**src/rtl/core/rtcbm_pkg.sv**
```systemverilog
package rtcbm_pkg;

  localparam int unsigned CfgAddrW = 3;
  localparam int unsigned CfgDataW = 32;

  localparam logic [0:0] REG_HALF_PERIOD = 1'b0;

  localparam logic [7:0] HALF_PERIOD_RESET = 8'd1;

  localparam logic [2:0] PH_IDLE      = 3'd0;
  localparam logic [2:0] PH_SEND_LOW  = 3'd1;
  localparam logic [2:0] PH_SEND_HIGH = 3'd2;
  localparam logic [2:0] PH_RECV_LOW  = 3'd3;
  localparam logic [2:0] PH_RECV_HIGH = 3'd4;

  localparam logic [4:0] READ_BITS  = 5'd8;
  localparam logic [4:0] WRITE_BITS = 5'd16;

  typedef struct packed {
    logic [2:0]  phase;
    logic [4:0]  bit_index;
    logic [15:0] shift_word;
    logic [7:0]  read_acc;
    logic [7:0]  hold_count;
    logic        mode_read;
    logic        mode_bcd;
  } state_t;

  typedef struct packed {
    logic       start_req;
    logic       is_read;
    logic [7:0] reg_command;
    logic [7:0] write_value;
    logic       bcd;
    logic       io_pin;
  } item_t;

  typedef struct packed {
    logic       chip_enable;
    logic       serial_clock;
    logic       data_out;
    logic       data_drive;
    logic       busy_res;
    logic       done_res;
    logic [7:0] read_value;
  } result_t;

  // Division by ten through a reciprocal multiply, exact for all byte values.
  function automatic logic [7:0] bin_to_bcd(input logic [7:0] v);
    logic [15:0] prod;
    logic [4:0]  q;
    logic [7:0]  rem;
    prod = {8'd0, v} * 16'd205;
    q    = prod[15:11];
    rem  = v - ({3'd0, q} * 8'd10);
    return {q[3:0], rem[3:0]};
  endfunction

  function automatic logic [7:0] bcd_to_bin(input logic [7:0] v);
    logic [7:0] hi;
    hi = {4'd0, v[7:4]} * 8'd10;
    return hi + {4'd0, v[3:0]};
  endfunction

endpackage

```
**src/rtl/core/rtcbm_step.sv**
```systemverilog
module rtcbm_step (
  input  rtcbm_pkg::state_t  st,
  input  rtcbm_pkg::item_t   item,
  input  logic [7:0]         half_period,
  output rtcbm_pkg::state_t  st_nxt,
  output rtcbm_pkg::result_t res
);

  logic [7:0] h;
  logic [8:0] hold_inc;
  logic [4:0] bit_inc;
  logic       active;
  logic       done;
  logic [7:0] rval;
  logic [7:0] acc_new;
  logic [7:0] wdata;

  always_comb begin
    h        = (half_period == 8'd0) ? 8'd1 : half_period;
    hold_inc = {1'b0, st.hold_count} + 9'd1;
    bit_inc  = st.bit_index + 5'd1;
    active   = (st.phase == rtcbm_pkg::PH_SEND_LOW) || (st.phase == rtcbm_pkg::PH_SEND_HIGH) ||
               (st.phase == rtcbm_pkg::PH_RECV_LOW) || (st.phase == rtcbm_pkg::PH_RECV_HIGH);
    acc_new  = st.read_acc | ({7'd0, item.io_pin} << st.bit_index[2:0]);
    wdata    = item.bcd ? rtcbm_pkg::bin_to_bcd(item.write_value) : item.write_value;
    done     = 1'b0;
    rval     = 8'd0;
    st_nxt   = st;

    if (!active) begin
      st_nxt.phase = rtcbm_pkg::PH_IDLE;
      if (item.start_req) begin
        st_nxt.mode_read  = item.is_read;
        st_nxt.mode_bcd   = item.bcd;
        st_nxt.shift_word = item.is_read ? {8'd0, item.reg_command | 8'h01}
                                         : {wdata, item.reg_command};
        st_nxt.bit_index  = 5'd0;
        st_nxt.read_acc   = 8'd0;
        st_nxt.hold_count = 8'd0;
        st_nxt.phase      = rtcbm_pkg::PH_SEND_LOW;
      end
    end else if (hold_inc < {1'b0, h}) begin
      st_nxt.hold_count = hold_inc[7:0];
    end else begin
      st_nxt.hold_count = 8'd0;
      unique case (st.phase)
        rtcbm_pkg::PH_SEND_LOW: begin
          st_nxt.phase = rtcbm_pkg::PH_SEND_HIGH;
        end
        rtcbm_pkg::PH_SEND_HIGH: begin
          st_nxt.bit_index = bit_inc;
          if (st.mode_read) begin
            if (bit_inc >= rtcbm_pkg::READ_BITS) begin
              st_nxt.bit_index = 5'd0;
              st_nxt.phase     = rtcbm_pkg::PH_RECV_LOW;
            end else begin
              st_nxt.phase = rtcbm_pkg::PH_SEND_LOW;
            end
          end else if (bit_inc >= rtcbm_pkg::WRITE_BITS) begin
            st_nxt.bit_index = 5'd0;
            st_nxt.phase     = rtcbm_pkg::PH_IDLE;
            done             = 1'b1;
          end else begin
            st_nxt.phase = rtcbm_pkg::PH_SEND_LOW;
          end
        end
        rtcbm_pkg::PH_RECV_LOW: begin
          st_nxt.read_acc  = acc_new;
          st_nxt.bit_index = bit_inc;
          if (bit_inc >= rtcbm_pkg::READ_BITS) begin
            st_nxt.bit_index = 5'd0;
            st_nxt.phase     = rtcbm_pkg::PH_IDLE;
            done             = 1'b1;
            rval             = st.mode_bcd ? rtcbm_pkg::bcd_to_bin(acc_new) : acc_new;
          end else begin
            st_nxt.phase = rtcbm_pkg::PH_RECV_HIGH;
          end
        end
        default: begin
          st_nxt.phase = rtcbm_pkg::PH_RECV_LOW;
        end
      endcase
    end

    res.chip_enable  = 1'b0;
    res.serial_clock = 1'b0;
    res.data_out     = 1'b0;
    res.data_drive   = 1'b1;
    case (st_nxt.phase) inside
      rtcbm_pkg::PH_SEND_LOW, rtcbm_pkg::PH_SEND_HIGH: begin
        res.chip_enable  = 1'b1;
        res.serial_clock = (st_nxt.phase == rtcbm_pkg::PH_SEND_HIGH);
        res.data_out     = st_nxt.shift_word[st_nxt.bit_index[3:0]];
      end
      rtcbm_pkg::PH_RECV_LOW, rtcbm_pkg::PH_RECV_HIGH: begin
        res.chip_enable  = 1'b1;
        res.serial_clock = (st_nxt.phase == rtcbm_pkg::PH_RECV_HIGH);
        res.data_drive   = 1'b0;
      end
      default: begin
      end
    endcase
    res.busy_res   = (st_nxt.phase != rtcbm_pkg::PH_IDLE);
    res.done_res   = done;
    res.read_value = rval;
  end

endmodule

```
**src/rtl/core/three_wire_rtc_byte_master.sv**
```systemverilog
// Channel    Direction  Handshake            Contents
// in_*       input      in_valid/in_ready    one tick: request fields and sampled data pin
// out_*      output     out_valid/out_ready  pin levels, busy, done and read byte
// APB        input      psel/penable/pready  half_period_ticks at byte address 0
//
// One word is accepted per cycle while the output is not stalled.
// The word is held in the input register, then the transfer state
// machine steps once and the result register is loaded in the same cycle.
// Reset idles the transfer machine, empties both registers and sets the
// half period to one. A stalled output holds the input register, which
// then drops in_ready until the result is taken.
module three_wire_rtc_byte_master (
  input  logic                               clk,
  input  logic                               rst_n,
  input  logic                               in_valid,
  output logic                               in_ready,
  input  logic                               in_start_req,
  input  logic                               in_is_read,
  input  logic [7:0]                         in_reg_command,
  input  logic [7:0]                         in_write_value,
  input  logic                               in_bcd,
  input  logic                               in_io_pin,
  output logic                               out_valid,
  input  logic                               out_ready,
  output logic                               out_chip_enable,
  output logic                               out_serial_clock,
  output logic                               out_data_out,
  output logic                               out_data_drive,
  output logic                               out_busy_res,
  output logic                               out_done_res,
  output logic [7:0]                         out_read_value,
  input  logic                               psel,
  input  logic                               penable,
  input  logic                               pwrite,
  input  logic [rtcbm_pkg::CfgAddrW-1:0]     paddr,
  input  logic [rtcbm_pkg::CfgDataW-1:0]     pwdata,
  output logic [rtcbm_pkg::CfgDataW-1:0]     prdata,
  output logic                               pready
);

  logic [7:0]         half_r;
  rtcbm_pkg::state_t  st_r;
  rtcbm_pkg::state_t  st_nxt;
  logic               s1_valid_r;
  rtcbm_pkg::item_t   s1_item_r;
  logic               out_valid_r;
  rtcbm_pkg::result_t out_res_r;
  rtcbm_pkg::result_t res_nxt;
  logic               out_free;
  logic               advance;
  logic               cfg_write;
  logic               reg_hit;

  assign out_free  = !out_valid_r || out_ready;
  assign advance   = s1_valid_r && out_free;
  assign in_ready  = !s1_valid_r || advance;
  assign reg_hit   = (paddr[2] == rtcbm_pkg::REG_HALF_PERIOD);
  assign cfg_write = psel && penable && pwrite && pready;
  assign pready    = 1'b1;
  assign prdata    = reg_hit ? {24'd0, half_r} : '0;

  rtcbm_step u_step (
    .st          (st_r),
    .item        (s1_item_r),
    .half_period (half_r),
    .st_nxt      (st_nxt),
    .res         (res_nxt)
  );

  always_ff @(posedge clk) begin
    if (!rst_n) begin
      half_r <= rtcbm_pkg::HALF_PERIOD_RESET;
    end else if (cfg_write && reg_hit) begin
      half_r <= pwdata[7:0];
    end
  end

  always_ff @(posedge clk) begin
    if (!rst_n) begin
      st_r        <= '0;
      s1_valid_r  <= 1'b0;
      out_valid_r <= 1'b0;
    end else begin
      if (in_ready) begin
        s1_valid_r <= in_valid;
      end
      if (advance) begin
        st_r <= st_nxt;
      end
      if (out_free) begin
        out_valid_r <= s1_valid_r;
      end
    end
  end

  always_ff @(posedge clk) begin
    if (in_ready && in_valid) begin
      s1_item_r <= '{start_req:   in_start_req,
                     is_read:     in_is_read,
                     reg_command: in_reg_command,
                     write_value: in_write_value,
                     bcd:         in_bcd,
                     io_pin:      in_io_pin};
    end
    if (advance) begin
      out_res_r <= res_nxt;
    end
  end

  assign out_valid        = out_valid_r;
  assign out_chip_enable  = out_res_r.chip_enable;
  assign out_serial_clock = out_res_r.serial_clock;
  assign out_data_out     = out_res_r.data_out;
  assign out_data_drive   = out_res_r.data_drive;
  assign out_busy_res     = out_res_r.busy_res;
  assign out_done_res     = out_res_r.done_res;
  assign out_read_value   = out_res_r.read_value;

  a_phase_legal: assert property (@(posedge clk) disable iff (!rst_n)
    st_r.phase <= rtcbm_pkg::PH_RECV_HIGH)
    else $error("transfer phase left its legal range");

  a_done_not_busy: assert property (@(posedge clk) disable iff (!rst_n)
    out_valid_r && out_res_r.done_res |-> !out_res_r.busy_res && !out_res_r.chip_enable)
    else $error("done reported while transfer still active");

  a_release_quiet: assert property (@(posedge clk) disable iff (!rst_n)
    out_valid_r && !out_res_r.data_drive |-> !out_res_r.data_out && out_res_r.chip_enable)
    else $error("data line released outside a read or with a driven level");

  a_stage_holds: assert property (@(posedge clk) disable iff (!rst_n)
    s1_valid_r && !advance |=> s1_valid_r && $stable(s1_item_r) && $stable(st_r))
    else $error("input register or state changed while output stalled");

  a_idle_start: assert property (@(posedge clk) disable iff (!rst_n)
    $past(advance) && $past(st_r.phase) == rtcbm_pkg::PH_IDLE && st_r.phase != rtcbm_pkg::PH_IDLE
    |-> st_r.phase == rtcbm_pkg::PH_SEND_LOW && st_r.hold_count == 8'd0)
    else $error("transfer did not begin in the first clock-low phase");

endmodule
```
**config.mk**
```make
export PLATFORM = sky130hd
export DESIGN_NAME = three_wire_rtc_byte_master
export DESIGN_NICKNAME = d
export VERILOG_FILES = /design/src/rtl/core/rtcbm_pkg.sv /design/src/rtl/core/rtcbm_step.sv /design/src/rtl/core/three_wire_rtc_byte_master.sv
export SDC_FILE = /design/constraint.sdc
export NUM_CORES = 1
export LEC_CHECK = 0
export ABC_AREA = 1
export BUFFER_PORTS_ARGS = -buffer_cell sky130_fd_sc_hd__buf_2
export CAP_MARGIN = 20
export CORE_MARGIN = 1
export CORE_UTILIZATION = 26
export DETAILED_ROUTE_END_ITERATION = 12
export PLACE_DENSITY = 0.51
export SLEW_MARGIN = 20
export SYNTH_ARGS = -nofsm -noshare
export SYNTH_HDL_FRONTEND = slang
export SYNTH_SLANG_ARGS = --single-unit
export TNS_END_PERCENT = 100
```
**constraint.sdc**
```tcl
create_clock -name clk -period 14.77 [get_ports clk]
set_input_delay 1.477 -clock clk [delete_from_list [all_inputs] [get_ports clk]]
set_output_delay 1.477 -clock clk [all_outputs]
set_load 0.005 [all_outputs]
```
==> results.toml, run 1 <==
[outcome]
outcome = "finished, final reports clean"

[floorplanning]
dieArea_um2 = 24100
top_level_ports = 111
start_util_pct = 26.7
core_um2 = 22800
chipHeight_um = 155
die_w_um = 155
row_count = 55

[logic_synthesis]
synth_edf_count = 34
area_fraction_in_compound_gates_after_synthesis_pct = 12.7
syn_area_per_cell_um2 = 7.82
post_synth_instance_area_um2 = 6100
async_set_or_reset_register_ratio_after_synthesis_pct = 0
synth_top_family_by_area = "simple AND/OR/NAND/NOR gates"
syn_inst = 780
synth.mux.area_fraction_pct = 0
synth_warnings = 0
post_synth_xor_area_fraction_pct = 2.01
synth-main-ff-cell = "sky130_fd_sc_hd__dfxtp_1"
yosysSeqAreaShare_pct = 33.8
yosys.cell_types.count = 51
ys_seq_elements = 86
post_synth_fa_ha_maj_area_fraction_pct = 16.0
synth-simple-area-share_pct = 23.8

[global_route]
globalRouteTotalUtil_pct = 12.1
grt_overflow_total = 0
via_count_of_the_first_global_routing_pass = 4659
antenna_violations_before_repair = 0
grt_first_pass_wirelength_um = 23300
pin_count_of_the_biggest_net_entering_global_routing = 35

[power]
largest_vdd_supply_drop_uv = 79.2
p_leak_uw = 0.00331
power_density_nw_per_um2 = 109

[final_layout]
layout_commonest_cell = "sky130_fd_sc_hd__nand2_1"
synthToLayoutAreaGrowth_pct = 13.9
fin_cells = 1149
final_nets = 963
post_route_cells_drive_above_1_share_pct = 13.4
antenna_cells_inserted = 0
num-fill-cells = 2535
layout.cells.most_common_list = "sky130_fd_sc_hd__nand2_1, sky130_fd_sc_hd__inv_1, sky130_fd_sc_hd__nor2_1, sky130_fd_sc_hd__buf_2, sky130_fd_sc_hd__ha_1"

[clock_tree]
cts.sinks = 86
htreeDepth = 3
tritoncts = "built"
cts_inserted_buffers = 9
ctsResizeCount = 0
postCtsSetupRepairBufs = 0
clkSlewWorstSetupHoldPaths_ns = 0.07
cts_hold_buffers = 0
clock_latency_ns = 0.35
maximum_buffer_depth_of_the_clock_tree = 2
cts_root_buffer = "sky130_fd_sc_hd__clkbuf_16"

[critical_path]
cp_num_buf_inv = 4
timing.critical_path.from = "s1_item_r[4]"
slowest_library_cell_on_the_worst_path = "sky130_fd_sc_hd__fa_1"
path_class = "flip-flop to flip-flop"
worst_path_dominant_cell_family = "adder cells"
critPathLaunchType = "flip-flop"
critPathRequiredTime_ns = 14.88
end_kind = "flip-flop"
critical_path.max_stage_delay_ns = 0.53
critPathArrivalTime_ns = 5.17
crit_path_max_fanout = 5
worstReg2RegStart = "s1_item_r[4]"

[detailed_routing]
drt_iter0_drc = 217
drc_errors = 0
routedWlPerCell_um = 12.0
routed_vias_inst = 4.24
final_routed_wirelength_across_all_metal_layers_um = 13800
via_count = 4873
drtAntennaViolNets = 0
drt_first_pass_iters = 5

[placed_design]
numPortBuffers = 59
routability_congestion = 0.808
dp_cells = 1133
place_hpwl_um = 10600
pre_cts_slack_ns = 9.68

[timing]
tightest_slew_ns = 1.02
rsz_0062_raised_after_global_routing = "false"
time_the_worst_path_needs_with_i_o_delays_and_setup_ns = 5.07
post-route-worst-setup-slack_ns = 9.70
report.final.slew_viol_count = 0
setup-violations-final = 0
fin_crit_sh_pct = 34.3
maxSlewHeadroom_pct = 32.1
finalHoldWorstSlack_ns = 0.464
finalSetupTns_ns = 0
timing.clock.skew_ns = 0.00931
peak_clock_frequency_supported_by_timing_mhz = 197
final-hold-violation-count = 0

[hold_path]
hold_start = "st_r[30]"
hold_path.class = "flip-flop to flip-flop"

[job]
cap_violations = 0
-- Yosys cell counts, types with 2 or more instances --
library cell / n / area [um2]
sky130_fd_sc_hd__nand3_1: 41 / 205
sky130_fd_sc_hd__a22oi_1: 4 / 30.0
sky130_fd_sc_hd__nor2_4: 2 / 22.5
sky130_fd_sc_hd__xnor2_1: 3 / 26.3
sky130_fd_sc_hd__buf_4: 26 / 195
sky130_fd_sc_hd__nor2_1: 77 / 289
sky130_fd_sc_hd__ha_1: 57 / 713
sky130_fd_sc_hd__inv_1: 112 / 420
sky130_fd_sc_hd__edfxtp_1: 34 / 1020
sky130_fd_sc_hd__nand2_1: 161 / 604
sky130_fd_sc_hd__o21ai_0: 32 / 160
sky130_fd_sc_hd__nand2_2: 5 / 31.3
sky130_fd_sc_hd__buf_2: 4 / 20.0
sky130_fd_sc_hd__nor2_8: 2 / 40.0
sky130_fd_sc_hd__conb_1: 2 / 7.51
sky130_fd_sc_hd__nor2_2: 3 / 18.8
sky130_fd_sc_hd__nand3b_1: 5 / 37.5
sky130_fd_sc_hd__a31oi_1: 2 / 12.5
sky130_fd_sc_hd__xor2_1: 11 / 96.3
sky130_fd_sc_hd__dfxtp_1: 52 / 1040
sky130_fd_sc_hd__nand4_1: 10 / 62.6
sky130_fd_sc_hd__inv_2: 4 / 15.0
sky130_fd_sc_hd__a21o_1: 5 / 37.5
sky130_fd_sc_hd__fa_1: 13 / 260
sky130_fd_sc_hd__a21oi_1: 53 / 265
sky130_fd_sc_hd__a211oi_1: 9 / 67.6
sky130_fd_sc_hd__o21ai_1: 2 / 10.0
sky130_fd_sc_hd__nand3_2: 3 / 30.0
sky130_fd_sc_hd__nor3_1: 4 / 20.0
sky130_fd_sc_hd__o21ai_2: 2 / 17.5
sky130_fd_sc_hd__o22ai_1: 4 / 25.0
sky130_fd_sc_hd__nand2_4: 5 / 56.3
sky130_fd_sc_hd__a21oi_2: 2 / 17.5
sky130_fd_sc_hd__clkbuf_1: 12 / 45.0
-- layer usage --
metal,track usage [%],share of wire (%),vias to the layer above
met5,0,0,-
met4,3.27,1.0,0
met3,2.26,3.7,11
met2,19.3,44,99
met1,16.7,51,2161
li1,-,-,2602
-- worst paths after layout --
kind         slack [ns]      endpoint  depth (start not counted)
max                9.70  out_data_out                         25
min                0.46      st_r[30]                          2
max reg2reg        9.70  out_data_out                         25
min reg2reg        0.46      st_r[30]                          2
-- flip-flops by register name (all words and copies together) (netlist names) --
register	flops
half_r	8
out_busy_res	1
out_chip_enable	1
out_data_drive	1
out_data_out	1
out_done_res	1
out_read_value	8
out_serial_clock	1
out_valid	1
s1_item_r	20
s1_valid_r	1
st_r	42
-- cell families after synthesis --
group                      count (synthesis)
AOI/OAI and AO/OA                        126
xor gates and xnor gates                  14
adders and majority gates                 70
buffers and inverters                    160
DFF                                       86
other                                      2
and+or+nand+nor                          322
-- worst reg2reg max path, stage by stage (launching register included) --
cell                       delay (ns)
sky130_fd_sc_hd__edfxtp_1        0.52
sky130_fd_sc_hd__ha_1            0.38
sky130_fd_sc_hd__xor2_1          0.16
sky130_fd_sc_hd__ha_1            0.31
sky130_fd_sc_hd__fa_1            0.52
sky130_fd_sc_hd__inv_1           0.06
sky130_fd_sc_hd__fa_1            0.53
sky130_fd_sc_hd__inv_1           0.04
sky130_fd_sc_hd__ha_1            0.31
sky130_fd_sc_hd__a21oi_1         0.19
sky130_fd_sc_hd__nor2_1          0.06
sky130_fd_sc_hd__nor2_1          0.12
sky130_fd_sc_hd__nand3b_1        0.09
sky130_fd_sc_hd__nand2_1         0.11
sky130_fd_sc_hd__inv_1           0.07
sky130_fd_sc_hd__ha_1            0.18
sky130_fd_sc_hd__inv_1           0.07
sky130_fd_sc_hd__fa_1            0.40
sky130_fd_sc_hd__nand2_1         0.07
sky130_fd_sc_hd__nand2_1         0.08
sky130_fd_sc_hd__a22oi_1         0.18
sky130_fd_sc_hd__nand2_1         0.08
sky130_fd_sc_hd__nand3_1         0.07
sky130_fd_sc_hd__nand3_1         0.06
sky130_fd_sc_hd__nand3_1         0.12
sky130_fd_sc_hd__a21oi_2         0.06
-- report_power, final --
group	total, uW	internal [uW]	leakage [uW]	switching, uW
Sequential	269	259	0.000754	9.98
Clock	255	154	0.000166	102
Combinational	235	87.4	0.00239	148
-- area by class of cell --
cell class,count,area (um2),share of cell area (%)
clock buffers,12,279,4.01
clock inverters,4,56.3,0.810
inverters,118,447,6.43
multi-input cells,557,3420,49.2
flip-flops and latches,86,2060,29.7
well taps,313,392,5.63
repair buffers,59,295,4.25
-- per-stage QoR --
step | cell area (um2) | utilization [%] | power (uW)
6_report | 6950 | 30.4 | 759
5_1_grt | 6950 | 30.4 | 817
4_1_cts | 6950 | 30.4 | 768
3_5_place_dp | 6620 | 29.0 | 510
3_3_place_gp | 6620 | 29.0 | 510
2_1_floorplan | 6190 | - | 462
No activity file was read; power rests on OpenSTA's default activity.
==> run 2, diff against run 1 <==
- PLACE_DENSITY: 0.51 -> 0.53
- clock period: 14.77 -> 4.3 ns (I/O delays scaled with it)
==> run 2 against run 1 <==
Effect of this change:
- the flow now finishes with violations (negative setup slack)
- core utilization is 1.7 points higher
- register-to-register slack worse by 9.9 ns
- clock-buffer cell count stayed put
- clock power increased to 3.5 times the previous value
- sequential share of layout area down 1.5 points
- first-iteration DRC count up 29%
- sequential cell count did not move
- maximum frequency increased by 11%
- critical endpoint unchanged
- largest cell class unchanged
==> results.toml, run 2 (synthesis results as in run 1) <==
[outcome]
outcome = "complete, but fails checks"
failed_checks = "negative setup slack"

[power]
share_of_total_power_in_sequential_cells_pct = 32.8
power_density_nw_per_um2 = 383
power.internal_uw = 1850
part_of_the_total_power_dissipated_in_combinational_logic_pct = 35.7
largest_vdd_supply_drop_uv = 257
power.switching_uw = 953
swShare_pct = 34.0
p_leak_uw = 0.00348
clockPowerShare_pct = 31.4

[timing]
report.final.slew_viol_count = 0
tightest_slew_ns = 1.07
fin_crit_sh_pct = 106
final-hold-violation-count = 0
time_the_worst_path_needs_with_i_o_delays_and_setup_ns = 4.55
peak_clock_frequency_supported_by_timing_mhz = 220
post-route-worst-setup-slack_ns = -0.246
setup-violations-final = 2
rsz_0062_raised_after_global_routing = "true"
maxSlewHeadroom_pct = 28.5
timing.clock.skew_ns = 0.0121

[global_route]
via_count_of_the_first_global_routing_pass = 4825
pin_count_of_the_biggest_net_entering_global_routing = 35
grt_overflow_total = 0
grt_first_pass_wirelength_um = 23400
antenna_violations_before_repair = 0
globalRouteTotalUtil_pct = 12.2

[detailed_routing]
via_count = 5062
drc_errors = 0
routed_vias_inst = 4.27
drt_iter0_drc = 279
drt_first_pass_iters = 4
drtAntennaViolNets = 0
final_routed_wirelength_across_all_metal_layers_um = 13900
routedWlPerCell_um = 11.8

[floorplanning]
dieArea_um2 = 24100
top_level_ports = 111
chipHeight_um = 155
row_count = 55
die_w_um = 155
core_um2 = 22800
start_util_pct = 26.7

[final_layout]
fin_cells = 1185
regMostFlops = "st_r"
post_route_cells_drive_above_1_share_pct = 19.2
synthToLayoutAreaGrowth_pct = 20.1
layout_commonest_cell = "sky130_fd_sc_hd__nand2_1"
largest_register_ffs = 42
antenna_cells_inserted = 0
final_nets = 999
top_regs = "st_r (42), s1_item_r (20)"
layout.cells.most_common_list = "sky130_fd_sc_hd__nand2_1, sky130_fd_sc_hd__inv_1, sky130_fd_sc_hd__nor2_1, sky130_fd_sc_hd__buf_2"

[clock_tree]
maximum_buffer_depth_of_the_clock_tree = 2
clkSlewWorstSetupHoldPaths_ns = 0.07
cts_inserted_buffers = 9
cts.sinks = 86
clock_latency_ns = 0.35
tritoncts = "built"
htreeDepth = 3
cts_root_buffer = "sky130_fd_sc_hd__clkbuf_16"

[critical_path]
critPathLaunchType = "flip-flop"
end_kind = "flip-flop"
critPathArrivalTime_ns = 4.66
path_class = "flip-flop to flip-flop"
crit_path_max_fanout = 4
critPathRequiredTime_ns = 4.41

[placed_design]
pre_cts_slack_ns = -0.337
numPortBuffers = 59
routability_congestion = 0.763
dp_cells = 1163
place_hpwl_um = 10700

[job]
cap_violations = 0

[hold_path]
hold_path.class = "primary input to flip-flop"
-- run 2: changes by cell type in the layout (fill, tap and decap cells not counted), sizes merged --
cell      change
buf          +36
clkinvlp      +1
inv           -1
-- run 2: layout make-up --
type	instances	area, um2
Inverter	118	447
Sequential cell	86	2060
Multi-Input combinational cell	557	3530
Timing Repair Buffer	95	566
Clock inverter	4	57.6
Fill cell	2471	15500
Clock buffer	12	279
Tap cell	313	392
-- run 2: final timing paths --
kind                            depth (start not counted)      endpoint  slack (ns)          from
worst max-delay path                                   25  out_data_out       -0.25  s1_item_r[3]
worst min-delay path                                    1  s1_item_r[0]        0.24     in_io_pin
worst max register to register                         25  out_data_out       -0.25  s1_item_r[3]
worst min register to register                          2      st_r[26]        0.47      st_r[26]
-- run 2: metrics by stage --
stage	setup TNS, ns	cell area [um2]	hold slack, ns	power, uW	util, %
floorplan	-0.104	6220	0.444	1600	-
global placement	-0.298	6870	0.452	1850	30.1
CTS	-0.281	7250	0.238	2760	31.7
detailed placement	-0.337	6870	0.456	1860	30.1
global route	-0.748	7330	0.229	3010	32.1
finish	-0.267	7330	0.245	2800	32.1
-- run 2: routing by layer --
metal	up-vias	GRT usage (%)	share of wire (%)
met5	-	0	0
met4	0	4.01	1.7
met3	14	2.23	3.7
met2	96	19.1	43
met1	2283	17.0	51
li1	2669	-	-
-- run 2: worst max-delay path, cell delays in order (launching register included) --
cell and delay, ns:
sky130_fd_sc_hd__edfxtp_1 0.50, sky130_fd_sc_hd__ha_4 0.32, sky130_fd_sc_hd__xor2_1 0.16, sky130_fd_sc_hd__ha_1 0.26, sky130_fd_sc_hd__fa_1 0.48, sky130_fd_sc_hd__inv_1 0.05, sky130_fd_sc_hd__fa_1 0.49, sky130_fd_sc_hd__inv_2 0.04
sky130_fd_sc_hd__ha_4 0.22, sky130_fd_sc_hd__a21oi_2 0.13, sky130_fd_sc_hd__nor2_1 0.05, sky130_fd_sc_hd__nor2_1 0.13, sky130_fd_sc_hd__nand3b_1 0.10, sky130_fd_sc_hd__nand2_2 0.08, sky130_fd_sc_hd__inv_2 0.05, sky130_fd_sc_hd__ha_4 0.14
sky130_fd_sc_hd__inv_2 0.05, sky130_fd_sc_hd__fa_2 0.42, sky130_fd_sc_hd__nand2_1 0.08, sky130_fd_sc_hd__nand2_2 0.07, sky130_fd_sc_hd__a22oi_2 0.12, sky130_fd_sc_hd__nand2_1 0.07, sky130_fd_sc_hd__nand3_1 0.07, sky130_fd_sc_hd__nand3_1 0.08
sky130_fd_sc_hd__nand3_2 0.08, sky130_fd_sc_hd__a21oi_2 0.04
-- run 2: repair_timing --
item,4_1_cts,5_1_grt
setup buffers,3,3
gates resized for setup,3,14
endpoints found under the hold margin,0,0
pin swaps,4,10
hold buffers,0,0
setup endpoints to repair,1,3
-- run 2: power groups by stage --
stage / Sequential, uW / Combinational [uW] / Clock, uW
after global routing: 925 / 1150 / 944
after floorplan: 925 / 676 / 0
after global placement: 939 / 909 / 0
after detailed placement: 938 / 919 / 0
after CTS: 921 / 942 / 902
final: 921 / 1000 / 881
==> run 3, diff against run 2 <==
--- a/config.mk
+++ b/config.mk
@@ -13,3 +13,3 @@
 export DETAILED_ROUTE_END_ITERATION = 12
-export PLACE_DENSITY = 0.53
+export PLACE_DENSITY = 0.52
 export SLEW_MARGIN = 20
@@ -17,2 +17,3 @@
 export SYNTH_HDL_FRONTEND = slang
+export SYNTH_HIERARCHICAL = 1
 export SYNTH_SLANG_ARGS = --single-unit
--- a/constraint.sdc
+++ b/constraint.sdc
@@ -3,2 +3,2 @@
 set_output_delay 0.43 -clock clk [all_outputs]
-set_load 0.005 [all_outputs]
+set_load 0.1 [all_outputs]
==> run 3 against run 2 <==
Effect of this change:
- the flow still finishes with violations (negative setup slack)
- largest power group unchanged
- wire length is 14% higher
- maximum frequency decreased by 3.5%
- non-clock buffer count grew 4
- area after synthesis grew 9.9%
- design area up 8.5%
- highest routed layer unchanged
- worst setup slack worse by 0.17 ns
- hold slack improved by 0.0068 ns
- via count grew 16%
- largest cell class unchanged
- sequential share of layout area is 2.2 points lower
- final cell count increased by 16%
- total power increased by 19%
- global-route usage grew 0.37 points
- critical endpoint is now out_data_out
==> results.toml, run 3 <==
[outcome]
outcome = "complete, but fails checks"
failed_checks = "negative setup slack"

[final_layout]
fin_cells = 1370
multiInputGateArea_um2 = 3890
antenna_cells_inserted = 0
post_route_cells_drive_above_1_share_pct = 16.3
num-fill-cells = 2767
layout.cells.most_common_list = "sky130_fd_sc_hd__nand2_1, sky130_fd_sc_hd__inv_1, sky130_fd_sc_hd__nor2_1, sky130_fd_sc_hd__nand3_1, sky130_fd_sc_hd__buf_2"
utilization_pct = 31.5
regMostFlops = "st_r"
final_nets = 1167
area.sequential_um2 = 2060
largest_register_ffs = 42
synthToLayoutAreaGrowth_pct = 18.5
layout_commonest_cell = "sky130_fd_sc_hd__nand2_1"
top_regs = "st_r (42), s1_item_r (20)"

[detailed_routing]
routedWlPerCell_um = 11.6
via_count = 5884
drtAntennaViolNets = 0
drc_errors = 0
final_routed_wirelength_across_all_metal_layers_um = 15900
drt_iter0_drc = 254
routed_vias_inst = 4.29
drt_first_pass_iters = 5

[logic_synthesis]
synth_edf_count = 34
syn_inst = 956
yosysSeqAreaShare_pct = 30.7
synth_top_cells_by_area = "sky130_fd_sc_hd__dfxtp_1, sky130_fd_sc_hd__edfxtp_1, sky130_fd_sc_hd__nand2_1, sky130_fd_sc_hd__ha_1, sky130_fd_sc_hd__inv_1"
yosys.cell_types.count = 52
dominant_cell_type_by_area_after_synthesis = "sky130_fd_sc_hd__dfxtp_1"
async_set_or_reset_register_ratio_after_synthesis_pct = 0
post_synth_instance_area_um2 = 6710
synth_commonest_cells = "sky130_fd_sc_hd__nand2_1, sky130_fd_sc_hd__inv_1, sky130_fd_sc_hd__nor2_1, sky130_fd_sc_hd__nand3_1, sky130_fd_sc_hd__ha_1"
synth_top_area_share_pct = 15.5
syn_area_per_cell_um2 = 7.02
ys_seq_elements = 86
synthMostInstantiatedCell = "sky130_fd_sc_hd__nand2_1"
synth_warnings = 6
synth-main-ff-cell = "sky130_fd_sc_hd__dfxtp_1"

[timing]
peak_clock_frequency_supported_by_timing_mhz = 212
time_the_worst_path_needs_with_i_o_delays_and_setup_ns = 4.71
final-hold-violation-count = 0
fin_crit_sh_pct = 110
maxSlewHeadroom_pct = 34.4
timing.clock.skew_ns = 0.00784
post-route-worst-setup-slack_ns = -0.412
setup-violations-final = 3
tightest_slew_ns = 0.984
finalHoldWorstSlack_ns = 0.252
rsz_0062_raised_after_global_routing = "true"
report.final.slew_viol_count = 0

[critical_path]
end_kind = "flip-flop"
cell_repeated_most_along_the_worst_path = "sky130_fd_sc_hd__nand2_1"
crit_path_max_fanout = 4
critPathArrivalTime_ns = 4.82
critPathLaunchType = "flip-flop"
cp_num_buf_inv = 3
reg2reg_slack_ns = -0.41
slowest_library_cell_on_the_worst_path = "sky130_fd_sc_hd__edfxtp_1"
critical_path.max_stage_delay_ns = 0.50
worst_path_dominant_cell_family = "adder cells"
critPathRequiredTime_ns = 4.40
path_class = "flip-flop to flip-flop"

[clock_tree]
clkSlewWorstSetupHoldPaths_ns = 0.07
clock_latency_ns = 0.35
cts.sinks = 86
cts_root_buffer = "sky130_fd_sc_hd__clkbuf_16"
maximum_buffer_depth_of_the_clock_tree = 2
tritoncts = "built"
cts_hold_buffers = 0
htreeDepth = 3
cts_inserted_buffers = 9

[floorplanning]
top_level_ports = 111
chipHeight_um = 163
die_w_um = 163
start_util_pct = 26.6
row_count = 58
dieArea_um2 = 26400
core_um2 = 25300

[global_route]
grt_first_pass_wirelength_um = 26900
pin_count_of_the_biggest_net_entering_global_routing = 52
grt_overflow_total = 0
antenna_violations_before_repair = 0
via_count_of_the_first_global_routing_pass = 5582
globalRouteTotalUtil_pct = 12.6

[power]
total_power_uw = 3340
share_of_total_power_in_sequential_cells_pct = 28.6
clockPowerShare_pct = 27.2
power.switching_uw = 1310
part_of_the_total_power_dissipated_in_combinational_logic_pct = 44.2
power.internal_uw = 2030
p_leak_uw = 0.00389
swShare_pct = 39.1
power_density_nw_per_um2 = 420
largest_vdd_supply_drop_uv = 200

[placed_design]
place_hpwl_um = 11900
dp_cells = 1346
routability_congestion = 0.846
numPortBuffers = 59

[job]
cap_violations = 0

[hold_path]
hold_path.class = "primary input to flip-flop"
run 3: changes by cell type in the layout (fill, tap and decap cells not counted), sizes merged, moves of 3 or more:
cell and change:
inv +53, o21ai -13, nor2 +74, o21a +4, a22oi -4, buf +4, a211oi -7, a21o -4
nand2 +31, xor2 +3, a21oi -31, nand3 +48, a32o +5
run 3: timing repair:
item	CTS	global route
setup buffers	6	3
setup endpoints to repair	3	6
resized for setup	6	26
pin swaps	2	18
run 3: kinds of logic after synthesis:
| kind of cell | after synthesis | share of synthesized area [%] |
|---|---|---|
| buffers and inverters | 227 | 14.9 |
| DFF | 86 | 30.7 |
| and+or+nand+nor | 474 | 29.9 |
| other | 2 | 0.112 |
| adders and majority gates | 70 | 14.5 |
| muxes | 1 | 0.149 |
| xor gates and xnor gates | 16 | 2.09 |
| AOI/OAI and AO/OA | 80 | 7.61 |
run 3: final timing paths:
check	startpoint	end	cells after the start
worst min register to register	st_r[19]	st_r[19]	2
worst min-delay path	in_write_value[5]	s1_item_r[7]	1
worst max-delay path	s1_item_r[3]	out_data_out	26
worst max register to register	s1_item_r[3]	out_data_out	26
run 3: layout make-up:
class                           instances  area share [%]
Clock buffer                           10            2.88
Clock inverter                          6            1.39
Inverter                              173            8.20
Multi-Input combinational cell        666            48.9
Sequential cell                        86            25.9
Tap cell                              330            5.20
Timing Repair Buffer                   99            7.49
run 3: routing by layer:
metal	up-vias	routed length [um]	global-route usage (%)
met4	0	183	3.74
met2	98	7350	21.2
met1	2655	7880	16.6
met5	-	0	0
met3	13	521	1.81
li1	3118	-	-
run 3: metrics by stage:
stage,TNS [ns],area [um2],setup WS [ns]
after global placement,-0.725,7430,-0.397
after floorplan,-0.183,6830,-0.183
after global routing,-1.81,7950,-0.700
final,-0.936,7950,-0.412
after detailed placement,-0.816,7430,-0.413
after CTS,-0.942,7850,-0.425
run 3: power groups by stage:
| stage | combinational, uW | clock (uW) | sequential [uW] |
|---|---|---|---|
| floorplan | 958 | 0 | 1020 |
| global placement | 1330 | 0 | 971 |
| detailed placement | 1330 | 0 | 972 |
| CTS | 1410 | 931 | 954 |
| global route | 1670 | 959 | 962 |
| finish | 1480 | 908 | 953 |
run 3: worst reg2reg max path, delay by kind of cell (launching register included):
kind | cells | cell delay (ns)
buffers and inverters | 3 | 0.14
AOI/OAI and AO/OA | 4 | 0.46
and+or+nand+nor | 10 | 0.75
DFF | 1 | 0.50
adders and majority gates | 7 | 2.36
muxes | 1 | 0.15
xor gates and xnor gates | 1 | 0.14
